## src/hw/rtl/rbps_pkg.sv

```systemverilog
// Shared types, constants and helper functions of the red-black Poisson smoother.
`timescale 1ns / 1ps

package rbps_pkg;

	// Data and accumulator widths.
	localparam int DATA_W = 32;
	localparam int ACC_W  = 56;

	// Default grid side limit handed to the top level.
	localparam int DEF_MAX_SIDE = 64;

	// Register reset values.
	localparam logic [6:0]  RST_GRID_WIDTH  = 7'd64;
	localparam logic [6:0]  RST_GRID_HEIGHT = 7'd64;
	localparam logic [7:0]  RST_SWEEP_COUNT = 8'd2;
	localparam logic [31:0] RST_INV_DX2     = 32'd65536;
	localparam logic [31:0] RST_INV_DY2     = 32'd65536;
	localparam logic [31:0] RST_INV_DEN     = 32'd1073741824;

	// Configuration register indexes.
	localparam logic [2:0] CFG_GRID_WIDTH  = 3'd0;
	localparam logic [2:0] CFG_GRID_HEIGHT = 3'd1;
	localparam logic [2:0] CFG_SWEEP_COUNT = 3'd2;
	localparam logic [2:0] CFG_INV_DX2     = 3'd3;
	localparam logic [2:0] CFG_INV_DY2     = 3'd4;
	localparam logic [2:0] CFG_INV_DEN     = 3'd5;

	// Item kinds.
	localparam logic [1:0] KIND_WRITE = 2'd0;
	localparam logic [1:0] KIND_RUN   = 2'd1;
	localparam logic [1:0] KIND_READ  = 2'd2;

	// Last operand index of a relaxation and of a residual.
	localparam logic [2:0] LAST_RELAX_OP = 3'd3;
	localparam logic [2:0] LAST_RESID_OP = 3'd5;

	typedef enum logic [3:0] {
		ST_CLEAR,
		ST_IDLE,
		ST_RDO,
		ST_CELL,
		ST_RD,
		ST_MUL,
		ST_ACC,
		ST_SC0,
		ST_SC1,
		ST_SC2,
		ST_SC3,
		ST_SC4,
		ST_WR,
		ST_NEXT,
		ST_DONE
	} state_t;

	typedef enum logic [2:0] {
		DIR_E,
		DIR_W,
		DIR_N,
		DIR_S,
		DIR_P
	} dir_t;

	typedef struct packed {
		dir_t dir;
		logic use_cy;
		logic neg;
		logic dbl;
	} op_t;

	typedef enum logic [1:0] {
		SH_0,
		SH_16,
		SH_32
	} mul_shift_t;

	typedef struct packed {
		logic [31:0] a;
		logic [31:0] b;
		mul_shift_t  sh;
	} mul_req_t;

	// Operand list of one cell: four neighbors, then the center twice for a residual.
	function automatic op_t op_desc(input logic relax, input logic [2:0] idx);
		op_t d;
		case (idx)
			3'd0: begin
				d.dir = DIR_E;
			end
			3'd1: begin
				d.dir = DIR_W;
			end
			3'd2: begin
				d.dir = DIR_N;
			end
			3'd3: begin
				d.dir = DIR_S;
			end
			default: begin
				d.dir = DIR_P;
			end
		endcase
		d.use_cy = (idx == 3'd2) || (idx == 3'd3) || (idx == 3'd5);
		d.neg    = !relax && (idx < 3'd4);
		d.dbl    = (idx >= 3'd4);
		return d;
	endfunction

	// Clamp an accumulator value to the signed 32-bit range.
	function automatic logic [31:0] sat32(input logic [ACC_W-1:0] v);
		logic [31:0] r;
		if ((&v[ACC_W-1:31]) || !(|v[ACC_W-1:31])) begin
			r = v[31:0];
		end else if (v[ACC_W-1]) begin
			r = 32'h8000_0000;
		end else begin
			r = 32'h7fff_ffff;
		end
		return r;
	endfunction

endpackage

```

## src/hw/rtl/rbps_mul.sv

```systemverilog
// Shared registered 32x32 unsigned multiplier with a selectable right shift.
`timescale 1ns / 1ps

module rbps_mul (
	input  logic               clk,
	input  rbps_pkg::mul_req_t req,
	output logic [63:0]        prod_s1
);

	logic [63:0] full;
	logic [63:0] shifted;

	// Full product, then the truncating shift of the requested scaling.
	always_comb begin
		full = 64'(req.a) * 64'(req.b);
		case (req.sh)
			rbps_pkg::SH_0: begin
				shifted = full;
			end
			rbps_pkg::SH_16: begin
				shifted = full >> 16;
			end
			rbps_pkg::SH_32: begin
				shifted = full >> 32;
			end
			default: begin
				shifted = full;
			end
		endcase
	end

	// Product register.
	always_ff @(posedge clk) begin
		prod_s1 <= shifted;
	end

endmodule

```

## config.mk

```make
export PLATFORM = sky130hd
export DESIGN_NAME = rbps_mul
export DESIGN_NICKNAME = d
export VERILOG_FILES = /design/src/hw/rtl/rbps_pkg.sv /design/src/hw/rtl/rbps_mul.sv
export SDC_FILE = /design/constraint.sdc
export NUM_CORES = 2
export LEC_CHECK = 0
export BUFFER_PORTS_ARGS = -buffer_cell sky130_fd_sc_hd__buf_2
export CORE_MARGIN = 2
export CORE_UTILIZATION = 61
export CTS_BUF_LIST = sky130_fd_sc_hd__clkbuf_2
export CTS_CLUSTER_SIZE = 10
export DETAILED_ROUTE_END_ITERATION = 7
export PLACE_DENSITY = 0.82
export SLEW_MARGIN = 20
export SYNTH_ARGS = -nofsm -noshare
export SYNTH_HDL_FRONTEND = slang
export SYNTH_SLANG_ARGS = --single-unit
```

## constraint.sdc

```tcl
create_clock -name clk -period 13 [get_ports clk]
set_input_delay 3.25 -clock clk [delete_from_list [all_inputs] [get_ports clk]]
set_output_delay 3.25 -clock clk [all_outputs]
set_load 0.03 [all_outputs]
```

==> flow_summary.json <==
{
  "synth_ff_type": "dfxtp_1",
  "final_core_util_pct": 62.76,
  "crit_path_start": "req[45]",
  "synthArstFlopShare_pct": 0,
  "worstPathMaxFanout": 32,
  "yosysSeqAreaShare_pct": 3.562,
  "drc": 0,
  "syn_inst": 3998,
  "grt_pass1_vias": 29870,
  "htreeDepth": 3,
  "yosys.area.top_type_share_pct": 49.87,
  "synth_commonest_cells": "fa_1 (896), inv_1 (864), and2_1 (605)",
  "grt_pass1_wl_mm": 156.2,
  "regMostFlops": "prod_s1",
  "end_kind": "register",
  "grt-ovfl-total": 0,
  "synth-edff-count": 0,
  "routedWlPerCell_um": 20.35,
  "cp.required_ns": 13.40,
  "hpwl_mm": 78.13,
  "hold_path_class": "input pin to register",
  "gp_congestion": 0.9661,
  "synth.cell_area_um2": 35970,
  "clock.fmax_mhz": 89.63,
  "core_area_um2": 58690,
  "post_cts_buffers": 0,
  "io_buffer_count": 130,
  "slew_violations": 0,
  "holdPathStages": 3,
  "yosysTopAreaCell": "fa_1",
  "crit_arrival_ns": 11.56,
  "drive_gt1_share_pct": 4.446,
  "cts_made_buffers": 9,
  "drt_first_iter_violations": 1899,
  "initial_core_util_pct": 61.29,
  "antenna_found_initial": 3,
  "ys.warnings.count": 0,
  "nets": 5137,
  "drt_pass1_iterations": 5,
  "synth.avg_cell_area_um2": 8.996,
  "period_minus_slack_ns": 11.16,
  "die_h_um": 246.8,
  "grt_max_degree": 87,
  "final-setup-viol-count": 0,
  "syn_to_final_growth_pct": 2.411,
  "finalHoldViolCount": 0,
  "fin_tns_setup_ns": 0,
  "synth_nets": 5226,
  "vias": 27290,
  "ant_nets": 0,
  "holdBufCountCts": 0,
  "die_x_um": 246.8,
  "cts_tree": "yes",
  "startpoint_type": "input pin",
  "slew-limit-headroom_pct": 38.12,
  "maxCapViolCount": 0,
  "crit_type": "input pin to register",
  "grtUsageTotal_pct": 33.04,
  "worstMarginPinSlew_ns": 0.9282,
  "outcome": "complete, no violations",
  "postRouteWirelength_mm": 95.38,
  "clk_path_buf_depth": 2,
  "io-pin-count": 131,
  "synth_seq_cells": 64,
  "largest_reg_flops": 64,
  "dieArea_um2": 60920,
  "rows": 89,
  "reg.largest.list": "prod_s1: 64 flops",
  "timing.final.crit_share_pct": 85.83,
  "ys_types": 78,
  "ctsResizeCount": 0,
  "clkSlewWorstSetupHoldPaths_ns": 0.18,
  "hold_start": "req[2]",
  "synth_most_common_cell": "fa_1",
  "viasPerCell": 5.822,
  "rsz0062_at_grt": "no",
  "clkSinkCount": 64,
  "synth_area_leaders": "fa_1 (50%), and2_1 (11%), ha_1 (9.2%)",
  "clockRootBuffer": "clkbuf_2"
}
[routing by layer]
layer  share of wire (%)  wire [um]  GRT usage [%]
met4                 5.1       4867          14.81
met5               0.047         45              0
met1                  37      35720          42.88
met2                  49      46530          54.95
met3                 8.6       8210          5.242
[final cells by class]
cell class                 instances  area [um2]
timing repair buffer             136       695.7
fill                            4828       21850
tap                              773       967.2
inverter                         866        3251
clock buffer                      10       50.05
antenna                            1       2.502
sequential                        64        1281
clock inverter                     6       43.79
multi-input combinational       2832       30540
[per-stage QoR]
| step | setup WS [ns] | hold WS [ns] | instance area (um2) | std cells |
|---|---|---|---|---|
| finish | 1.843 | 3.289 | 36830 | 4688 |
| global route | 1.683 | 3.267 | 36830 | 4687 |
| CTS | 2.104 | 3.262 | 36830 | 4687 |
| detailed placement | 1.549 | 3.686 | 36740 | 4671 |
| global placement | 1.531 | 3.684 | 36740 | 4671 |
| floorplan | 2.874 | 3.390 | 35970 | 3998 |
[logic make-up (layout without fill, tap and decap cells)]
| logic type | Yosys count | after routing | share of synthesized area, % |
|---|---|---|---|
| simple gates | 1296 | 1296 | 18.45 |
| fa+ha+maj | 1161 | 1161 | 59.09 |
| buf+inv | 1102 | 1018 | 11.53 |
| compound gates | 320 | 320 | 6.005 |
| flops | 64 | 64 | 3.562 |
| xor+xnor | 49 | 49 | 1.193 |
| mux | 6 | 6 | 0.1739 |
| other cells | 0 | 1 | 0 |
[cells in the final DEF (no fill, tap or decap), types with 8 or more instances in the layout]
| master | Yosys | final |
|---|---|---|
| nand3_1 | 22 | 22 |
| o21ai_0 | 56 | 56 |
| xor2_1 | 25 | 25 |
| inv_1 | 864 | 864 |
| o21a_1 | 11 | 11 |
| dfxtp_1 | 64 | 64 |
| ha_1 | 265 | 264 |
| o211ai_1 | 9 | 9 |
| a21o_1 | 29 | 29 |
| or3_1 | 12 | 12 |
| clkbuf_2 | 0 | 10 |
| and3_1 | 8 | 8 |
| nand4_1 | 25 | 25 |
| and2_1 | 605 | 605 |
| a31oi_1 | 10 | 10 |
| fa_1 | 896 | 896 |
| buf_2 | 4 | 130 |
| nand2_1 | 524 | 524 |
| a22o_1 | 9 | 9 |
| a221oi_1 | 10 | 10 |
| nor2_1 | 56 | 56 |
| a211oi_1 | 9 | 9 |
| a21oi_1 | 90 | 90 |
| o31ai_1 | 12 | 12 |
| nor3_1 | 19 | 19 |
| o21bai_1 | 15 | 15 |
| xnor2_1 | 24 | 24 |
[critical path: stages]
cell and delay [ns]:
buf_2 0.60, and2_1 0.27, fa_1 0.45, fa_1 0.43
fa_1 0.54, inv_1 0.05, fa_1 0.47, inv_1 0.05
fa_1 0.52, inv_1 0.07, fa_1 0.54, inv_1 0.06
fa_1 0.51, fa_1 0.42, ha_1 0.40, nand2_1 0.09
o21ai_0 0.23, a21oi_1 0.11, o31ai_1 0.70, nor2_1 0.26
o22ai_1 0.47, mux2i_1 0.17, a2111oi_2 0.64, o221ai_1 0.21
[path summary, 6_finish.rpt]
path                     endpoint  slack [ns]
worst max-delay path  prod_s1[23]        1.84
worst min-delay path   prod_s1[0]        3.29
Power is not shown: default switching activity piles up to over one toggle a cycle in this logic, so the estimate is an artifact.
